==> config.mk <==
export PLATFORM = sky130hd
export DESIGN_NAME = plsu_cell
export DESIGN_NICKNAME = d
export VERILOG_FILES = /design/src/rtl/plsu_pkg.sv /design/src/rtl/plsu_cell.sv
export SDC_FILE = /design/constraint.sdc
export NUM_CORES = 1
export LEC_CHECK = 0
export BUFFER_PORTS_ARGS = -buffer_cell sky130_fd_sc_hd__buf_4
export CAP_MARGIN = 40
export CORE_AREA = 3 3 104 106
export DETAILED_ROUTE_END_ITERATION = 6
export DIE_AREA = 0 0 107 109
export GPL_ROUTABILITY_DRIVEN = 0
export GPL_TIMING_DRIVEN = 0
export PLACE_DENSITY = 0.63
export SLEW_MARGIN = 10
export SYNTH_ARGS = -nofsm -noshare
export SYNTH_HDL_FRONTEND = slang
export SYNTH_SLANG_ARGS = --single-unit
export TNS_END_PERCENT = 100
==> constraint.sdc <==
create_clock -name clk -period 5.4 [get_ports clk]
set_input_delay 0.81 -clock clk [delete_from_list [all_inputs] [get_ports clk]]
set_output_delay 0.81 -clock clk [all_outputs]
set_load 0.02 [all_outputs]
==> src/rtl/plsu_pkg.sv <==
// ----------------------------------------------------------------------------
// plsu_pkg
// Shared types and constants of the positional list store unit.
// ----------------------------------------------------------------------------
package plsu_pkg;

  localparam int unsigned DEF_CAPACITY    = 64;
  localparam int unsigned DEF_VALUE_WIDTH = 32;
  localparam int unsigned IO_VALUE_WIDTH  = 32;
  localparam int unsigned POS_WIDTH       = 7;
  localparam int unsigned TREE_FANIN      = 8;

  typedef enum logic [2:0] {
    ACT_INSERT   = 3'd0,
    ACT_DELETE   = 3'd1,
    ACT_RETRIEVE = 3'd2,
    ACT_REPLACE  = 3'd3,
    ACT_SWAP     = 3'd4,
    ACT_CLEAR    = 3'd5
  } act_t;

  typedef enum logic [1:0] {
    ST_OK      = 2'd0,
    ST_FULL    = 2'd1,
    ST_EMPTY   = 2'd2,
    ST_BAD_POS = 2'd3
  } stat_t;

  typedef enum logic [2:0] {
    OP_HOLD   = 3'd0,
    OP_INSERT = 3'd1,
    OP_DELETE = 3'd2,
    OP_WRITE  = 3'd3,
    OP_SWAP   = 3'd4
  } cell_op_t;

endpackage

==> src/rtl/plsu_cell.sv <==
// ----------------------------------------------------------------------------
// plsu_cell
// One list slot: shifts with its neighbours, takes writes and swaps, and
// offers its value on the read lines when addressed.
// ----------------------------------------------------------------------------
module plsu_cell import plsu_pkg::*; #(
  parameter int unsigned IDX_W       = 6,
  parameter int unsigned VALUE_WIDTH = DEF_VALUE_WIDTH,
  parameter int unsigned IDX         = 0
) (
  input  logic                   clk,
  input  cell_op_t               op,
  input  logic [IDX_W-1:0]       pos_a,
  input  logic [IDX_W-1:0]       pos_b,
  input  logic [VALUE_WIDTH-1:0] wr_value,
  input  logic [VALUE_WIDTH-1:0] val_a,
  input  logic [VALUE_WIDTH-1:0] val_b,
  input  logic [VALUE_WIDTH-1:0] lower,
  input  logic [VALUE_WIDTH-1:0] upper,
  output logic [VALUE_WIDTH-1:0] slot,
  output logic [VALUE_WIDTH-1:0] rd_a,
  output logic [VALUE_WIDTH-1:0] rd_b
);

  localparam logic [IDX_W-1:0] MY_IDX = IDX_W'(IDX);

  logic                   hit_a;
  logic                   hit_b;
  logic [VALUE_WIDTH-1:0] slot_next;

  assign hit_a = (pos_a == MY_IDX);
  assign hit_b = (pos_b == MY_IDX);
  assign rd_a  = hit_a ? slot : '0;
  assign rd_b  = hit_b ? slot : '0;

  always_comb begin
    slot_next = slot;
    unique case (op)
      OP_HOLD:   slot_next = slot;
      OP_INSERT: begin
        if (MY_IDX > pos_a) slot_next = lower;
        else if (hit_a)     slot_next = wr_value;
      end
      OP_DELETE: begin
        if (MY_IDX >= pos_a) slot_next = upper;
      end
      OP_WRITE: begin
        if (hit_a) slot_next = wr_value;
      end
      OP_SWAP: begin
        if (hit_a)      slot_next = val_b;
        else if (hit_b) slot_next = val_a;
      end
      default:   slot_next = slot;
    endcase
  end

  always_ff @(posedge clk) begin
    slot <= slot_next;
  end

endmodule

## After elaboration in Yosys (flattened, before gate mapping)

Index checks and enable logic that the tools add are counted.

| word-level totals | value |
|---|---|
| bits in registers | 32 |
| input port bits | 176 |
| output and inout bits | 96 |
| logic and storage cells | 21 |

| cells by class | value |
|---|---|
| order comparisons | 2 |
| equal/unequal tests | 6 |
| muxes and demuxes | 8 |
| reduce and logical (&&, ||, !) cells | 4 |

Operators with widths:

| cell | number |
|---|---|
| 32-bit two-way mux | 7 |
| 32-bit one-hot mux with 4 select lines | 1 |
| 6-bit logical NOT | 2 |
| 3-bit by 2-bit equality test with 1-bit output, second input constant | 2 |
| 1-bit by 6-bit greater-or-equal comparator with 1-bit output, first input constant | 1 |
| 1-bit by 6-bit greater-than comparator with 1-bit output, first input constant | 1 |
| 4-bit nonzero test | 1 |
| 3-bit by 1-bit equality test with 1-bit output, second input constant | 1 |
| 3-bit equality test, second input constant | 1 |
| 3-bit inequality test, second input constant | 1 |
| 3-bit AND reduction | 1 |
| 2-bit inequality test, second input constant | 1 |

## Logic depth before layout (Yosys ltp)

| logic depth | value |
|---|---|
| word-level depth | 4 |
| mapped depth | 6 |
| depth with buffers taken out | 4 |

## Worst setup path before layout

OpenSTA, ideal clock, no wires.

| timing path | value |
|---|---|
| path type | input -> register |
| from | input pos_a[5] |
| to | register slot[0] (enable) |
| library setup time | 0.466 ns |
| arrival time | 3.919 ns |
| required time | 4.934 ns |
| path slack | 1.016 ns |
| cell stages on the path | 6 |
| buffers on the path | 2 |
| cell sequence | nor4_2 > and2_1 > buf_6 > buf_12 > a21oi_1 > o21ai_0 |

| between the ends | value |
|---|---|
| longest elaborated chain between the ends | 3 |
| elaborated cells on any way between the ends | 5 |
| those cells by class | 1 x order compare; 2 x eq/ne; 2 x reduce/logical |

Ends and longest elaborated chain:

| what | line | RTL |
|---|---|---|
| from (decl) | plsu_cell.sv:13 | `input logic [IDX_W-1:0] pos_a,` |
| 1-bit by 6-bit greater-or-equal comparator with 1-bit output / 6-bit logical NOT (equally long branches) | plsu_cell.sv:45, plsu_cell.sv:31 |  |
| 2-bit inequality test (no source line) / 3-bit inequality test (equally long branches) | -- |  |
| 3-bit AND reduction (no source line) (*) | -- |  |
| to (signal assigned) | plsu_cell.sv:59 | `slot <= slot_next;` |
| to (decl) | plsu_cell.sv:20 | `output logic [VALUE_WIDTH-1:0] slot,` |

Mark *: on every way between the ends. The rest lies on a longest branch, timed or not.
A chain may end at the register's enable or synchronous reset.

## Worst setup path after layout

| timing path | value |
|---|---|
| from | input pos_a[5] |
| to | output rd_a[11] |

| between the ends | value |
|---|---|
| longest elaborated chain between the ends | 2 |

Ends and longest elaborated chain:

| what | line | RTL |
|---|---|---|
| 6-bit logical NOT | plsu_cell.sv:31 | `assign hit_a = (pos_a == MY_IDX);` |
| 32-bit two-way mux | plsu_cell.sv:33 | `assign rd_a = hit_a ? slot : '0;` |
| to (decl) | plsu_cell.sv:21 | `output logic [VALUE_WIDTH-1:0] rd_a,` |

No other way between the ends.

==> flow_summary_export.csv <==
group,metric,value,unit
finish,largest_reg_flops,32,
timing,finalHoldViolCount,0,
drt,drcViolationCount,0,
synthesis,ys_seq_elements,32,
timing,clock-skew-final,0,ps
timing,holdWs,718,ps
place,placed_cells,679,
die,dieArea,0.0117,mm²
finish,reg_top3,"slot x32",
clock_network,cts_sinks,32,
global_route,met2_usage,0.379,
worst_setup_path,worst_setup_path_start_kind,"input pin",
die,die-width,107,µm
synthesis,synth_top_family_by_area,"simple AND/OR/NAND/NOR gates",
finish,regMostFlops,"slot",
hold_path,min_path_type,"reg -> reg",
synthesis,synth_compound_area_frac,0.171,
synthesis,syn_inst,306,
clock_network,cts_tree,"yes",
drt,via_count,3436,
drt,firstDrtPassIters,4,
clock_network,cts_setup_buffers,0,
global_route,grt_antenna_before_repair,0,
finish,nNetsFinal,729,
global_route,overflow,0,
drt,ant_nets,0,
finish,nFillCells,964,
clock_network,clkTransAtPathRegs,70,ps
synthesis,synthSimpleGateAreaFrac,0.301,
worst_setup_path,arrival,2560,ps
clock_network,ctsHoldBuffers,0,
synthesis,netlist_area,0.00296,mm²
clock_network,clock_latency,280,ps
status,status,"finished, final reports clean",
synthesis,synthAdderAreaFrac,0,
drt,wl_per_cell,19.1,µm
die,fp-row-count,36,
timing,max_freq,297,MHz
timing,max-slew-margin-rel,0.637,
synthesis,yosysSeqAreaShare,0.324,
worst_setup_path,crit_type,"in -> out",
timing,grt_setup_unrepaired,"no",
die,initial_core_util,0.300,
clock_network,cts_buffer_depth,2,
finish,drive_above_1_share,0.529,
synthesis,yosysWarnings,0,
global_route,grt_pass1_vias,3460,
synthesis,syn_nets,482,
die,dieHeight,109,µm
synthesis,synthXorXnorAreaFrac,0,
place,portBuffers,239,
power_and_ir_drop,powerDensity,141,mW/mm²
clock_network,numCtsBuffers,5,
synthesis,synth.area.mux_share,0.108,
power_and_ir_drop,ir_drop,76.8,µV
die,boundaryPins,272,
clock_network,cts_root_buf,"clkbuf_8",
global_route,use_met3,0.0521,
synthesis,syn_avg_cell_area,9.68,µm²
timing,period_needed,3370,ps
timing,worstMarginPinSlew,545,ps
run,drv_cap,0,
global_route,grtUsageMet1,0.262,
clock_network,htree_levels,2,
timing,setup_violations,0,
global_route,grt_start_max_net_pins,23,
worst_setup_path,critPathMaxFanout,10,
global_route,grt_usage,0.212,
finish,syn2layout_area_growth,70.3,%
finish,fin_cells,687,
synthesis,synth_cell_types,28,
timing,slew_viol_final,0,
clock_network,post_cts_resized,0,
worst_setup_path,cp_data_required_time,4590,ps
die,coreArea,0.00986,mm²
global_route,top_usage_layer,"met2",
drt,wirelength,13100,µm
global_route,grt_first_pass_wirelength,19100,µm
timing,fin_crit_sh,0.623,
worst_setup_path,cp-end-kind,"primary output",
drt,vias_per_cell,5.00,
finish,diodes,0,
power_and_ir_drop,p_leak,2.36,nW
drt,drtIter0Drc,151,
place,hpwl,10500,µm
## synth_stat cells
cell type        n  share of area
and3_1          32          0.068
dlymetal6s2s_1   1         0.0042
mux2i_1         32           0.11
buf_6            5          0.019
clkbuf_8         2         0.0093
o211ai_1        22          0.056
buf_2           11          0.019
clkbuf_1        13          0.016
nand2_1         32          0.041
buf_12           3          0.020
and4_1          25          0.074
nor3_2           1         0.0034
buf_4            1         0.0025
a21oi_1          1         0.0017
a31oi_1         32          0.068
nand2_4          1         0.0038
clkbuf_4         1         0.0025
edfxtp_1        32           0.32
nor3b_2          2         0.0084
nor4_2           1         0.0042
and2_1          33          0.070
nor2_1           1         0.0013
dlygate4sd1_1    1         0.0030
and4_2           7          0.024
o21ai_0          2         0.0034
o211ai_2        10          0.042
or2_0            1         0.0021
or4_1            1         0.0025
## worst max-delay path: stages
cell	delay, ps
buf_4	110
nor4_2	360
clkbuf_1	370
clkbuf_1	480
and3_1	260
buf_4	150
## report_power, final
part,switching [mW],internal (mW),total (mW)
logic,0.0959,0.120,0.216
registers,0.0134,0.294,0.307
clock network,0.0986,0.0876,0.186
total,0.208,0.502,0.710
## final cells by class
type                            count  area, µm²  share of cell area
Clock inverter                      3       13.8             0.00273
Sequential cell                    32        961               0.190
Timing Repair Buffer              240       1820               0.361
Clock buffer                        5       68.8              0.0136
Buffer                             38        284              0.0563
Tap cell                          133        166              0.0330
Multi-Input combinational cell    236       1730               0.343
## path summary, 6_finish.rpt
check	startpoint	endpoint	slack (ps)	cells past startpoint
worst max register to register	slot[15]	slot[15]	4390	2
worst min-delay path	slot[9]	slot[9]	720	2
worst max-delay path	pos_a[5]	rd_a[11]	2030	6
worst min register to register	slot[9]	slot[9]	720	2
## cell families (layout without fill, tap and decap cells)
logic type,after synthesis,count (layout)
buffers and inverters,38,286
AOI/OAI and AO/OA,67,67
and+or+nand+nor,137,137
muxes,32,32
DFF,32,32
## layout by cell type, fill, tap and decap left out, types with 10 or more instances in the layout
master,count
and4_1,25
buf_2,11
clkbuf_1,13
nand2_1,32
a31oi_1,32
and2_1,33
mux2i_1,32
o211ai_2,10
o211ai_1,22
edfxtp_1,32
buf_4,240
and3_1,32
## through the flow
step	area (µm²)	utilization	setup slack, ps	TNS, ps	power (mW)
2_1_floorplan	2960	-	1020	0	0.396
3_3_place_gp	4920	0.499	-636	-20260	0.523
3_5_place_dp	4960	0.503	2040	0	0.530
4_1_cts	5040	0.511	2030	0	0.717
5_1_grt	5040	0.511	1930	0	0.746
6_report	5040	0.511	2030	0	0.710
## routing by layer
layer / wire [µm] / vias to the layer above
li1: - / 1683
met1: 5400 / 1587
met2: 6600 / 149
met3: 930 / 17
met4: 181 / 0
met5: 0 / -
Power figures use the tool's default switching activity.
